===== src/rtl/bscgc_pkg.sv =====
package bscgc_pkg;

    // Configuration register indexes.
    localparam logic [1:0] CFG_GEN_POLY   = 2'd0;
    localparam logic [1:0] CFG_GEN_DEGREE = 2'd1;
    localparam logic [1:0] CFG_CHECK_MODE = 2'd2;

    localparam int unsigned CFG_IDX_W  = 2;
    localparam int unsigned CFG_DATA_W = 32;
    localparam int unsigned POLY_W     = 32;
    localparam int unsigned DEGREE_W   = 6;

    typedef struct packed {
        logic data_bit;
        logic last_bit;
    } t_in;

    typedef struct packed {
        logic out_bit;
        logic is_crc_bit;
        logic error_flag;
        logic last_out;
    } t_out;

    typedef struct packed {
        logic [POLY_W-1:0]   gen_poly;
        logic [DEGREE_W-1:0] gen_degree;
        logic                check_mode;
    } t_cfg;

    // Control part of one queued job.
    typedef struct packed {
        logic data_bit;
        logic error_flag;
        logic last_out;
        logic has_crc;
    } t_job_ctl;

    localparam int unsigned JOB_CTL_W = $bits(t_job_ctl);

endpackage


===== src/rtl/bit_serial_crc_gen_check_unit.sv =====
// Channel   Direction  Handshake            Payload
// input     in         i_valid / o_stall    i_data  (data_bit, last_bit)
// output    out        o_valid / i_stall    o_data  (out_bit, is_crc_bit, error_flag, last_out)
// config    in         i_cfg_we             i_cfg_idx, i_cfg_wdata
//
// One bit is accepted per cycle while o_stall is low; division is done at the transfer.
// A result passes through the job queue and the back end's output register; a
// generate-mode last bit adds one more output per CRC bit, from the serializer in the back end.
// A two-entry job queue takes up to two more bits while CRC bits drain or the
// output is stalled; once it is full, o_stall holds the input.
// Reset is synchronous and active low; it restores the default configuration.
module bit_serial_crc_gen_check_unit import bscgc_pkg::*; #(
    parameter int unsigned MAX_DEGREE = 32
) (
    input  logic                  i_clk,
    input  logic                  i_rst_n,
    input  logic                  i_valid,
    output logic                  o_stall,
    input  t_in                   i_data,
    output logic                  o_valid,
    input  logic                  i_stall,
    output t_out                  o_data,
    input  logic                  i_cfg_we,
    input  logic [CFG_IDX_W-1:0]  i_cfg_idx,
    input  logic [CFG_DATA_W-1:0] i_cfg_wdata
);

    localparam int unsigned CW    = $clog2(MAX_DEGREE + 1);
    localparam int unsigned JOB_W = JOB_CTL_W + MAX_DEGREE + CW;

    t_cfg                  r_cfg;
    t_cfg                  n_cfg;
    logic                  accept;
    t_job_ctl              f_ctl;
    logic [MAX_DEGREE-1:0] f_crc;
    logic [CW-1:0]         f_len;
    logic [JOB_W-1:0]      q_data;
    logic                  q_empty;
    logic                  q_full;
    logic                  pop;
    t_job_ctl              b_ctl;

    always_comb begin
        n_cfg = r_cfg;
        if (i_cfg_we) begin
            case (i_cfg_idx)
                CFG_GEN_POLY:   n_cfg.gen_poly   = i_cfg_wdata[POLY_W-1:0];
                CFG_GEN_DEGREE: n_cfg.gen_degree = i_cfg_wdata[DEGREE_W-1:0];
                CFG_CHECK_MODE: n_cfg.check_mode = i_cfg_wdata[0];
                default:        n_cfg = r_cfg;
            endcase
        end
    end

    always_ff @(posedge i_clk) begin
        if (!i_rst_n) begin
            r_cfg.gen_poly   <= POLY_W'(7);
            r_cfg.gen_degree <= DEGREE_W'(8);
            r_cfg.check_mode <= 1'b0;
        end else begin
            r_cfg <= n_cfg;
        end
    end

    assign o_stall = q_full;
    assign accept  = i_valid && !q_full;

    bscgc_front #(
        .MAX_DEGREE (MAX_DEGREE)
    ) u_front (
        .i_clk    (i_clk),
        .i_rst_n  (i_rst_n),
        .i_cfg    (r_cfg),
        .i_accept (accept),
        .i_data   (i_data),
        .o_ctl    (f_ctl),
        .o_crc    (f_crc),
        .o_len    (f_len)
    );

    bscgc_queue #(
        .WIDTH (JOB_W)
    ) u_queue (
        .i_clk   (i_clk),
        .i_rst_n (i_rst_n),
        .i_push  (accept),
        .i_data  ({f_ctl, f_crc, f_len}),
        .i_pop   (pop),
        .o_data  (q_data),
        .o_empty (q_empty),
        .o_full  (q_full)
    );

    assign b_ctl = t_job_ctl'(q_data[JOB_W-1 -: JOB_CTL_W]);

    bscgc_back #(
        .MAX_DEGREE (MAX_DEGREE)
    ) u_back (
        .i_clk       (i_clk),
        .i_rst_n     (i_rst_n),
        .i_job_empty (q_empty),
        .i_ctl       (b_ctl),
        .i_crc       (q_data[CW +: MAX_DEGREE]),
        .i_len       (q_data[CW-1:0]),
        .o_pop       (pop),
        .o_valid     (o_valid),
        .o_data      (o_data),
        .i_stall     (i_stall)
    );

endmodule


===== src/rtl/bscgc_front.sv =====
module bscgc_front import bscgc_pkg::*; #(
    parameter int unsigned MAX_DEGREE = 32
) (
    input  logic                               i_clk,
    input  logic                               i_rst_n,
    input  t_cfg                               i_cfg,
    input  logic                               i_accept,
    input  t_in                                i_data,
    output t_job_ctl                           o_ctl,
    output logic [MAX_DEGREE-1:0]              o_crc,
    output logic [$clog2(MAX_DEGREE+1)-1:0]    o_len
);

    localparam int unsigned CW = $clog2(MAX_DEGREE + 1);
    localparam int unsigned IW = (MAX_DEGREE > 1) ? $clog2(MAX_DEGREE) : 1;

    logic [MAX_DEGREE-1:0]        r_rem;
    logic [MAX_DEGREE-1:0]        n_rem;
    logic [CW-1:0]                eff_deg;
    logic [IW-1:0]                top_idx;
    logic [MAX_DEGREE-1:0]        mask;
    logic [MAX_DEGREE+POLY_W-1:0] poly_wide;
    logic [MAX_DEGREE-1:0]        poly;
    logic [MAX_DEGREE-1:0]        rem_m;
    logic [MAX_DEGREE-1:0]        step;
    logic                         top;
    logic                         fb;

    // Degree zero runs as degree one; degrees above MAX_DEGREE saturate at it.
    always_comb begin
        if (i_cfg.gen_degree == '0) begin
            eff_deg = CW'(1);
        end else if ({1'b0, i_cfg.gen_degree} > 7'(MAX_DEGREE)) begin
            eff_deg = CW'(MAX_DEGREE);
        end else begin
            eff_deg = CW'(i_cfg.gen_degree);
        end
    end

    always_comb begin
        for (int i = 0; i < MAX_DEGREE; i++) begin
            mask[i] = (i < int'(eff_deg));
        end
    end

    assign poly_wide = {{MAX_DEGREE{1'b0}}, i_cfg.gen_poly};
    assign poly      = poly_wide[MAX_DEGREE-1:0] & mask;
    assign rem_m     = r_rem & mask;
    assign top_idx   = IW'(eff_deg - CW'(1));
    assign top       = rem_m[top_idx];

    // Check mode divides the codeword directly; generate mode divides the
    // message shifted up by the degree.
    always_comb begin
        if (i_cfg.check_mode) begin
            step = {rem_m[MAX_DEGREE-2:0], i_data.data_bit} & mask;
            fb   = top;
        end else begin
            step = {rem_m[MAX_DEGREE-2:0], 1'b0} & mask;
            fb   = top ^ i_data.data_bit;
        end
        if (fb) begin
            step = step ^ poly;
        end
    end

    always_comb begin
        o_ctl.data_bit   = i_data.data_bit;
        o_ctl.error_flag = i_cfg.check_mode & i_data.last_bit & (step != '0);
        o_ctl.last_out   = i_cfg.check_mode & i_data.last_bit;
        o_ctl.has_crc    = ~i_cfg.check_mode & i_data.last_bit;
        o_crc            = step;
        o_len            = eff_deg;
    end

    always_comb begin
        n_rem = r_rem;
        if (i_accept) begin
            n_rem = i_data.last_bit ? '0 : step;
        end
    end

    always_ff @(posedge i_clk) begin
        if (!i_rst_n) begin
            r_rem <= '0;
        end else begin
            r_rem <= n_rem;
        end
    end

endmodule


===== src/rtl/bscgc_queue.sv =====
module bscgc_queue #(
    parameter int unsigned WIDTH = 8
) (
    input  logic             i_clk,
    input  logic             i_rst_n,
    input  logic             i_push,
    input  logic [WIDTH-1:0] i_data,
    input  logic             i_pop,
    output logic [WIDTH-1:0] o_data,
    output logic             o_empty,
    output logic             o_full
);

    logic [WIDTH-1:0] r_mem [2];
    logic             r_wr;
    logic             r_rd;
    logic [1:0]       r_cnt;
    logic             n_wr;
    logic             n_rd;
    logic [1:0]       n_cnt;

    assign o_empty = (r_cnt == 2'd0);
    assign o_full  = (r_cnt == 2'd2);
    assign o_data  = r_mem[r_rd];

    always_comb begin
        n_wr  = r_wr ^ i_push;
        n_rd  = r_rd ^ i_pop;
        n_cnt = r_cnt + 2'(i_push) - 2'(i_pop);
    end

    always_ff @(posedge i_clk) begin
        if (!i_rst_n) begin
            r_wr  <= 1'b0;
            r_rd  <= 1'b0;
            r_cnt <= 2'd0;
        end else begin
            r_wr  <= n_wr;
            r_rd  <= n_rd;
            r_cnt <= n_cnt;
        end
    end

    always_ff @(posedge i_clk) begin
        if (i_push) begin
            r_mem[r_wr] <= i_data;
        end
    end

endmodule


===== src/rtl/bscgc_back.sv =====
module bscgc_back import bscgc_pkg::*; #(
    parameter int unsigned MAX_DEGREE = 32
) (
    input  logic                               i_clk,
    input  logic                               i_rst_n,
    input  logic                               i_job_empty,
    input  t_job_ctl                           i_ctl,
    input  logic [MAX_DEGREE-1:0]              i_crc,
    input  logic [$clog2(MAX_DEGREE+1)-1:0]    i_len,
    output logic                               o_pop,
    output logic                               o_valid,
    output t_out                               o_data,
    input  logic                               i_stall
);

    localparam int unsigned CW = $clog2(MAX_DEGREE + 1);
    localparam int unsigned IW = (MAX_DEGREE > 1) ? $clog2(MAX_DEGREE) : 1;

    logic                  r_valid;
    logic                  n_valid;
    t_out                  r_data;
    t_out                  n_data;
    logic [CW-1:0]         r_cnt;
    logic [CW-1:0]         n_cnt;
    logic [MAX_DEGREE-1:0] r_crc;
    logic [MAX_DEGREE-1:0] n_crc;
    logic                  load;
    logic [IW-1:0]         idx;

    assign load    = !r_valid || !i_stall;
    assign idx     = IW'(r_cnt - CW'(1));
    assign o_valid = r_valid;
    assign o_data  = r_data;

    // CRC bits leave highest order first, counting the index down.
    always_comb begin
        n_valid = r_valid;
        n_data  = r_data;
        n_cnt   = r_cnt;
        n_crc   = r_crc;
        o_pop   = 1'b0;
        if (load) begin
            if (r_cnt != '0) begin
                n_valid           = 1'b1;
                n_data.out_bit    = r_crc[idx];
                n_data.is_crc_bit = 1'b1;
                n_data.error_flag = 1'b0;
                n_data.last_out   = (r_cnt == CW'(1));
                n_cnt             = r_cnt - CW'(1);
            end else if (!i_job_empty) begin
                o_pop             = 1'b1;
                n_valid           = 1'b1;
                n_data.out_bit    = i_ctl.data_bit;
                n_data.is_crc_bit = 1'b0;
                n_data.error_flag = i_ctl.error_flag;
                n_data.last_out   = i_ctl.last_out;
                if (i_ctl.has_crc) begin
                    n_cnt = i_len;
                    n_crc = i_crc;
                end
            end else begin
                n_valid = 1'b0;
            end
        end
    end

    always_ff @(posedge i_clk) begin
        if (!i_rst_n) begin
            r_valid <= 1'b0;
            r_cnt   <= '0;
        end else begin
            r_valid <= n_valid;
            r_cnt   <= n_cnt;
        end
    end

    always_ff @(posedge i_clk) begin
        r_data <= n_data;
        r_crc  <= n_crc;
    end

endmodule


===== config.mk =====
export PLATFORM = sky130hd
export DESIGN_NAME = bit_serial_crc_gen_check_unit
export DESIGN_NICKNAME = d
export VERILOG_FILES = /design/src/rtl/bscgc_pkg.sv /design/src/rtl/bit_serial_crc_gen_check_unit.sv /design/src/rtl/bscgc_front.sv /design/src/rtl/bscgc_queue.sv /design/src/rtl/bscgc_back.sv
export SDC_FILE = /design/constraint.sdc
export NUM_CORES = 1
export LEC_CHECK = 0
export ABC_AREA = 0
export BUFFER_PORTS_ARGS = -buffer_cell sky130_fd_sc_hd__buf_4
export CAP_MARGIN = 20
export CORE_MARGIN = 5
export CORE_UTILIZATION = 30
export DETAILED_ROUTE_END_ITERATION = 6
export GPL_ROUTABILITY_DRIVEN = 0
export SLEW_MARGIN = 20
export SYNTH_ARGS = -nofsm -noshare
export SYNTH_HDL_FRONTEND = slang
export SYNTH_HIERARCHICAL = 1
export SYNTH_SLANG_ARGS = --single-unit

===== constraint.sdc =====
create_clock -name i_clk -period 6.4 [get_ports i_clk]
set_input_delay 0.32 -clock i_clk [delete_from_list [all_inputs] [get_ports i_clk]]
set_output_delay 0.32 -clock i_clk [all_outputs]
set_load 0.005 [all_outputs]

==> reports/results.md, run 1 <==
## Floorplanning
- 69 — number of standard-cell rows in the floorplan
- 47 — Boundary Pins
- 35300 um^2 — area of the placeable core
- 39400 um^2 — overall die area
- 199 um — Die X-Extent
- 199 um — Die Y
- 30.2% — initial core utilization

## Pwr
- 4.30 nW — cell leakage power
- 334 nW/um^2 — Pwr per Cell Area
- 27.4% — Comb pwr share
- 29.4% — Sw Share
- 42.7% — sequential group share of total power
- 1.17 mW — Sw Pwr
- 0.208 mV — IR drop worst, VDD
- 29.9% — share of total power in the clock network
- 2.81 mW — internal power

## Yosys
- 0.938% — post-synthesis adder-cell area fraction
- 6 — synthesis warning total
- 1.84% — XOR/XNOR Fraction of Synth Area
- 13.2% — mux cell area share after synthesis
- 120 — number of enable flip-flop cells after synthesis
- 49.4% — sequential share of the synthesized area
- 12.5% — fraction of the mapped netlist area in compound gates
- edfxtp_1 34%, dfxtp_1 16%, mux2_4 5.8% — top cells by area in the synthesized netlist
- 16.2% — Synth Area in Simple Gates
- 10700 um^2 — mapped cell area
- 0% — proportion of synthesized flip-flops having asynchronous set or reset
- 203 — flip-flop and latch count after synthesis
- edfxtp_1 — commonest register cell after synthesis
- 11.2 um^2 — average size of a mapped cell
- 1001 — Post-Synthesis Net Count
- 98 — number of distinct library cell variants in the gate-level netlist after synthesis
- simple AND/OR/NAND/NOR gates — largest family of logic cells by synthesized area
- 952 — cell count after synthesis
- 33.8% — area share of the largest cell type after synthesis
- edfxtp_1 — area leader, netlist

## STA
- 0 — Slew Limit Fails
- 0 — Final Hold Violating Endpoints
- 0 ns — Post-Route Setup TNS
- 0 — number of setup violations in the final report
- 0.0144 ns — post-route clock skew
- 86.4% — share of the cycle needed by the critical path after routing
- 181 MHz — peak clock frequency supported by timing
- 46.9% — max-slew headroom at the worst pin
- 5.53 ns — Period minus WS final
- false — unrepaired setup endpoints after global routing
- 0.797 ns — transition time of the tightest slew-check pin

## Route
- 644 — initial detailed-routing violation count
- 7 — Detailed Routing Iterations Pass 1
- 18.8 um — wire length per cell
- 2 — drc violations
- 27.2 mm — DRT Wirelength
- 7448 — vias after detailed routing
- 0 — remaining antenna violation count after routing
- 5.16 — via-per-instance ratio

## Run
- 0 — number of violations of the max-capacitance limit

## Placement
- 19.3 mm — DP Wirelength
- 11200 um^2 — Placed Area
- 46 — count of buffers inserted at the top-level ports
- 1406 — placed cell count

## Clock network
- 0 — PostCTS Resize Cnt
- 21 — TritonCTS buffer count
- clkbuf_16 — root buf cell
- 0 — number of buffers added for setup after CTS
- 3 — clock tree buffer depth
- 203 — CTS Sinks
- 0 — CTS Hold Buffers Added
- 0.06 ns — clock slew at reported path FFs
- 1 — maximum level of the CTS H-tree
- built — TritonCTS clock tree
- 0.51 ns — worst-skew pair later-pin latency

## Global route
- 0 — overflow left after global routing
- 13.5% — total routing resource utilization after global routing
- 42.1 mm — global-route wire length before repair
- 7083 — via count of the first global-routing pass
- 0 — antenna violations before repair
- 79 — pin count of the biggest net entering global routing

## Final layout
- 11.5% — Synth-to-Final Area Change
- 1017 — post-layout net count
- 11900 um^2 — final instance area
- 1444 — number of non-filler instances in the completed layout
- 0 — antenna diode count
- 16.5% — fraction of layout cells with a size suffix above 1

## Worst setup path
- 5.74 ns — CP arrival
- register to register — start-to-end type of the worst setup path
- 6.61 ns — Req. time, crit path
- register — critical path startpoint category
- 27 — critical path peak fanout
- register — kind of end point of the critical path

## Status
- finished, violations left — result of the run
- DRC — violations in the final reports

## Hold path
- primary input to register — worst hold path class

==> layout make-up <==
class,count,area [um^2]
clock buffer,28,552
clock inverter,10,101
fill,3507,23400
inverter,45,174
multi-input combinational,639,4790
sequential,203,5270
tap,461,577
timing repair buffer,58,435
==> through the flow <==
step / hold WS [ns] / total power, mW / utilization [%] / setup slack, ns
3_3_place_gp: 0.471 / 2.81 / 31.8 / 1.20
4_1_cts: 0.0464 / 4.02 / 33.7 / 1.04
2_1_floorplan: 0.430 / 2.60 / - / 2.39
5_1_grt: 0.0588 / 4.18 / 33.7 / 0.722
6_report: 0.0612 / 3.97 / 33.7 / 0.872
3_5_place_dp: 0.481 / 2.82 / 31.8 / 1.07
==> cell usage after synthesis, types with 4 or more instances <==
master,count
o21ai_0,22
ha_1,8
mux2i_1,46
clkbuf_1,28
a31oi_1,5
nor2b_1,57
mux2_2,4
buf_2,14
o2111a_1,4
xnor2_1,8
o22ai_1,13
o21a_1,6
nor4_1,4
nand4_1,7
buf_12,4
nor2_1,49
o21ai_1,4
and2_1,21
edfxtp_1,120
nand2b_1,15
buf_4,5
inv_1,44
xor2_1,10
o2111ai_1,18
a21oi_1,51
o211ai_1,13
o31a_1,6
buf_6,11
dfxtp_1,83
nand2_1,97
nand3_1,15
mux2_4,41
nor3_1,9
or3_1,4
mux4_1,8
and3_1,5
nand3b_1,6
==> layer usage <==
layer	GRT usage, %	routed length [um]	up-vias
met5	0	0	-
met4	4.91	1200	0
met3	2.95	2020	87
met2	19.7	11500	330
met1	19.6	12500	3499
li1	-	-	3532
==> power by group through the flow <==
stage	Combinational (mW)	Sequential [mW]	Clock, mW
3_3_place_gp	1.09	1.72	0
2_1_floorplan	0.909	1.69	0
6_report	1.09	1.70	1.19
5_1_grt	1.19	1.72	1.28
3_5_place_dp	1.10	1.73	0
4_1_cts	1.10	1.70	1.22
==> critical path: stages, from the launching register on <==
cell,delay [ns]
dfxtp_1,0.29
buf_4,0.21
nor4_2,0.29
o21a_1,0.51
inv_6,0.12
ha_1,0.35
and2b_1,0.32
o21ai_1,0.14
mux4_2,0.48
nand2b_1,0.20
o211ai_4,0.19
nand4_2,0.57
o211ai_1,0.54
or3_1,0.20
a21oi_1,0.11
nor4_1,0.49
a41oi_1,0.24
==> state kept, by name (all words and copies together), names as in the netlist, named ones only <==
signal	cells
u_back/r_crc	32
u_queue/r_wr	1
u_front/r_rem	32
u_back/r_cnt	6
u_queue/r_rd	1
u_back/o_valid	1
u_queue/r_mem	84
u_queue/r_cnt	2
u_back/o_data	4
r_cfg	39
==> kinds of logic after synthesis <==
| family | after synthesis |
|---|---|
| adder cells (fa/ha/maj) | 8 |
| flip-flops | 203 |
| AND/OR/NAND/NOR | 321 |
| AO/OA/AOI/OAI | 187 |
| buffers and inverters | 110 |
| XOR/XNOR | 20 |
| multiplexers | 103 |
==> path summary, 6_finish.rpt <==
| check | start | to | slack [ns] | cells after the start |
|---|---|---|---|---|
| max | r_cfg[3]$_SDFFE_PN0P_ | u_queue/r_mem[0][40]$_DFFE_PP_ | 0.87 | 16 |
| min | i_cfg_wdata[19] | r_cfg[26]$_SDFFE_PN0P_ | 0.06 | 3 |
| max reg2reg | r_cfg[3]$_SDFFE_PN0P_ | u_queue/r_mem[0][40]$_DFFE_PP_ | 0.87 | 16 |
| min reg2reg | r_cfg[17]$_SDFFE_PN0P_ | r_cfg[17]$_SDFFE_PN0P_ | 0.49 | 2 |
==> placed cells by master, fill, tap and decap left out, types with 15 or more instances in the layout <==
cell type / count
and2_1: 21
clkbuf_16: 21
nor2_1: 48
dfxtp_1: 82
o2111ai_1: 18
nor2b_1: 56
edfxtp_1: 120
nand2b_1: 15
buf_4: 58
nand3_1: 15
mux2_4: 41
nand2_1: 97
o21ai_0: 22
a21oi_1: 51
mux2i_1: 46
inv_1: 44
(Power assumes the default switching activity.)
==> run 2, diff against run 1 <==
REMOVE_ABC_BUFFERS = 1   (was default)
==> reports/results.md, run 2 (same netlist as run 1, synthesis figures left out) <==
## Route
- 7456 — vias after detailed routing
- 626 — initial detailed-routing violation count
- 19.1 um — wire length per cell
- 27.7 mm — DRT Wirelength
- 5 — Detailed Routing Iterations Pass 1
- 0 — drc violations
- 0 — remaining antenna violation count after routing
- 12.4 mm — detailed-routed wire length on met2
- 12.6 mm — total routed wire length on the met1 layer
- met4 — highest routed metal layer
- 5.16 — via-per-instance ratio
- 1.68 mm — met3 WL post-DR

## Floorplanning
- 69 — number of standard-cell rows in the floorplan
- 199 um — Die Y
- 30.2% — initial core utilization
- 35300 um^2 — area of the placeable core
- 199 um — Die X-Extent
- 39400 um^2 — overall die area
- 47 — Boundary Pins

## Clock network
- 0 — PostCTS Resize Cnt
- 0.06 ns — clock slew at reported path FFs
- clkbuf_16 — root buf cell
- 0 — number of buffers added for setup after CTS
- 22 — TritonCTS buffer count
- 3 — clock tree buffer depth
- 0 — CTS Hold Buffers Added
- 203 — CTS Sinks
- built — TritonCTS clock tree
- 1 — maximum level of the CTS H-tree
- 0.52 ns — worst-skew pair later-pin latency

## Final layout
- 120 x edfxtp_1, 97 x nand2_1, 82 x dfxtp_1 — highest-count cells in the layout ignoring fill and taps
- 11.7% — Synth-to-Final Area Change
- 33.7% — core utilization of the finished layout
- 1020 — post-layout net count
- 17.0% — fraction of layout cells with a size suffix above 1
- u_queue/r_mem x84, r_cfg x39 — Regs by FF count
- edfxtp_1 — most common cell after layout, fill and taps aside
- 0 — antenna diode count
- u_queue/r_mem — register bank with the most flops
- 84 — flip-flop count of the largest register, all copies and words added

## Global route
- 13.7% — total routing resource utilization after global routing
- 7354 — via count of the first global-routing pass
- 83 — pin count of the biggest net entering global routing
- 0 — antenna violations before repair
- 42.8 mm — global-route wire length before repair
- 0 — overflow left after global routing

## Run
- 0 — number of violations of the max-capacitance limit

## STA
- false — unrepaired setup endpoints after global routing
- 0 — Slew Limit Fails
- 0.0187 ns — post-route clock skew
- 172 MHz — peak clock frequency supported by timing
- 0 — Final Hold Violating Endpoints
- 1.08 ns — transition time of the tightest slew-check pin
- 5.83 ns — Period minus WS final
- 0 ns — Post-Route Setup TNS
- 28.0% — max-slew headroom at the worst pin
- 91.1% — share of the cycle needed by the critical path after routing
- 0 — number of setup violations in the final report

## Status
- finished, final reports clean — result of the run

## Worst setup path
- 15 — Worst Reg2Reg Path Length in Cells
- register — kind of end point of the critical path
- r_cfg[2]$_SDFFE_PN0P_ — Critical R2R Launch
- 23 — critical path peak fanout
- u_queue/r_mem[0][40]$_DFFE_PP_ — FF-to-FF End
- register — critical path startpoint category
- r_cfg[2]$_SDFFE_PN0P_ — startpoint of the worst setup timing path
- u_queue/r_mem[0][40]$_DFFE_PP_ — Critical Path End
- 0.57 ns — Worst R2R Setup Slack
- 6.62 ns — Req. time, crit path
- register to register — start-to-end type of the worst setup path
- 6.05 ns — CP arrival

## Pwr
- 0.175 mV — IR drop worst, VDD
- 4.32 nW — cell leakage power
- 335 nW/um^2 — Pwr per Cell Area

## Placement
- 46 — count of buffers inserted at the top-level ports
- 19.3 mm — DP Wirelength

## Hold path
- primary input to register — worst hold path class

run 2: changes by cell type in the layout (fill, tap and decap cells not counted), sizes merged:
cell | previous run | this run
buf | 58 | 60
bufinv | 2 | 0
clkbuf | 28 | 33
clkinv | 6 | 4
inv | 46 | 45
run 2: worst max-delay path: stages (launching register included):
cell and delay [ns]:
dfxtp_1 0.50, nor4_2 0.30, o21a_1 0.52, inv_6 0.11
ha_1 0.38, and2b_1 0.37, o21ai_1 0.14, mux4_2 0.47
nand2b_1 0.20, o211ai_4 0.18, nand4_2 0.66, o2111ai_1 0.44
mux2i_1 0.38, o2111ai_1 0.16, nor4_1 0.50, a41oi_1 0.21
run 2: how the worst min path moves through the flow:
| stage | from | endpoint | slack (ns) | cells past startpoint |
|---|---|---|---|---|
| finish | i_cfg_wdata[18] | r_cfg[25]$_SDFFE_PN0P_ | 0.05 | 3 |
| CTS | i_cfg_wdata[18] | r_cfg[25]$_SDFFE_PN0P_ | 0.04 | 3 |
| global route | i_cfg_wdata[18] | r_cfg[25]$_SDFFE_PN0P_ | 0.05 | 3 |
| floorplan | i_rst_n | r_cfg[4]$_SDFFE_PN1P_ | 0.41 | 1 |
| detailed placement | r_cfg[15]$_SDFFE_PN0P_ | r_cfg[15]$_SDFFE_PN0P_ | 0.47 | 2 |
| global placement | r_cfg[33]$_SDFFE_PN0P_ | r_cfg[33]$_SDFFE_PN0P_ | 0.47 | 2 |
run 2: metrics by stage:
stage                     hold WS, ns  instance area, um^2  worst slack (ns)  cells  total power [mW]
final                          0.0530                11900             0.570   1446              3.99
after global routing           0.0544                11900             0.373   1446              4.19
after CTS                      0.0372                11900             0.774   1446              4.04
after detailed placement        0.470                11200             0.835   1408              2.84
after global placement          0.466                11200              1.02   1408              2.82
after floorplan                 0.409                10200              1.61    887              2.51
run 2: layout make-up:
| type | instances | area (um^2) |
|---|---|---|
| Multi-Input combinational cell | 639 | 4780 |
| Fill cell | 3470 | 23400 |
| Tap cell | 461 | 577 |
| Clock inverter | 5 | 37.5 |
| Inverter | 45 | 174 |
| Sequential cell | 203 | 5270 |
| Timing Repair Buffer | 60 | 450 |
| Clock buffer | 33 | 632 |
run 2: where the power goes:
group	internal [mW]	leakage, nW	switching [mW]
clock	0.681	0.325	0.503
sequential	1.61	1.81	0.0842
combinational	0.504	2.18	0.603
run 2: per-layer routing:
metal / global-route usage [%] / up-vias
met5: 0 / -
met4: 4.18 / 0
met3: 2.35 / 70
met2: 21.6 / 279
met1: 19.4 / 3581
li1: - / 3526
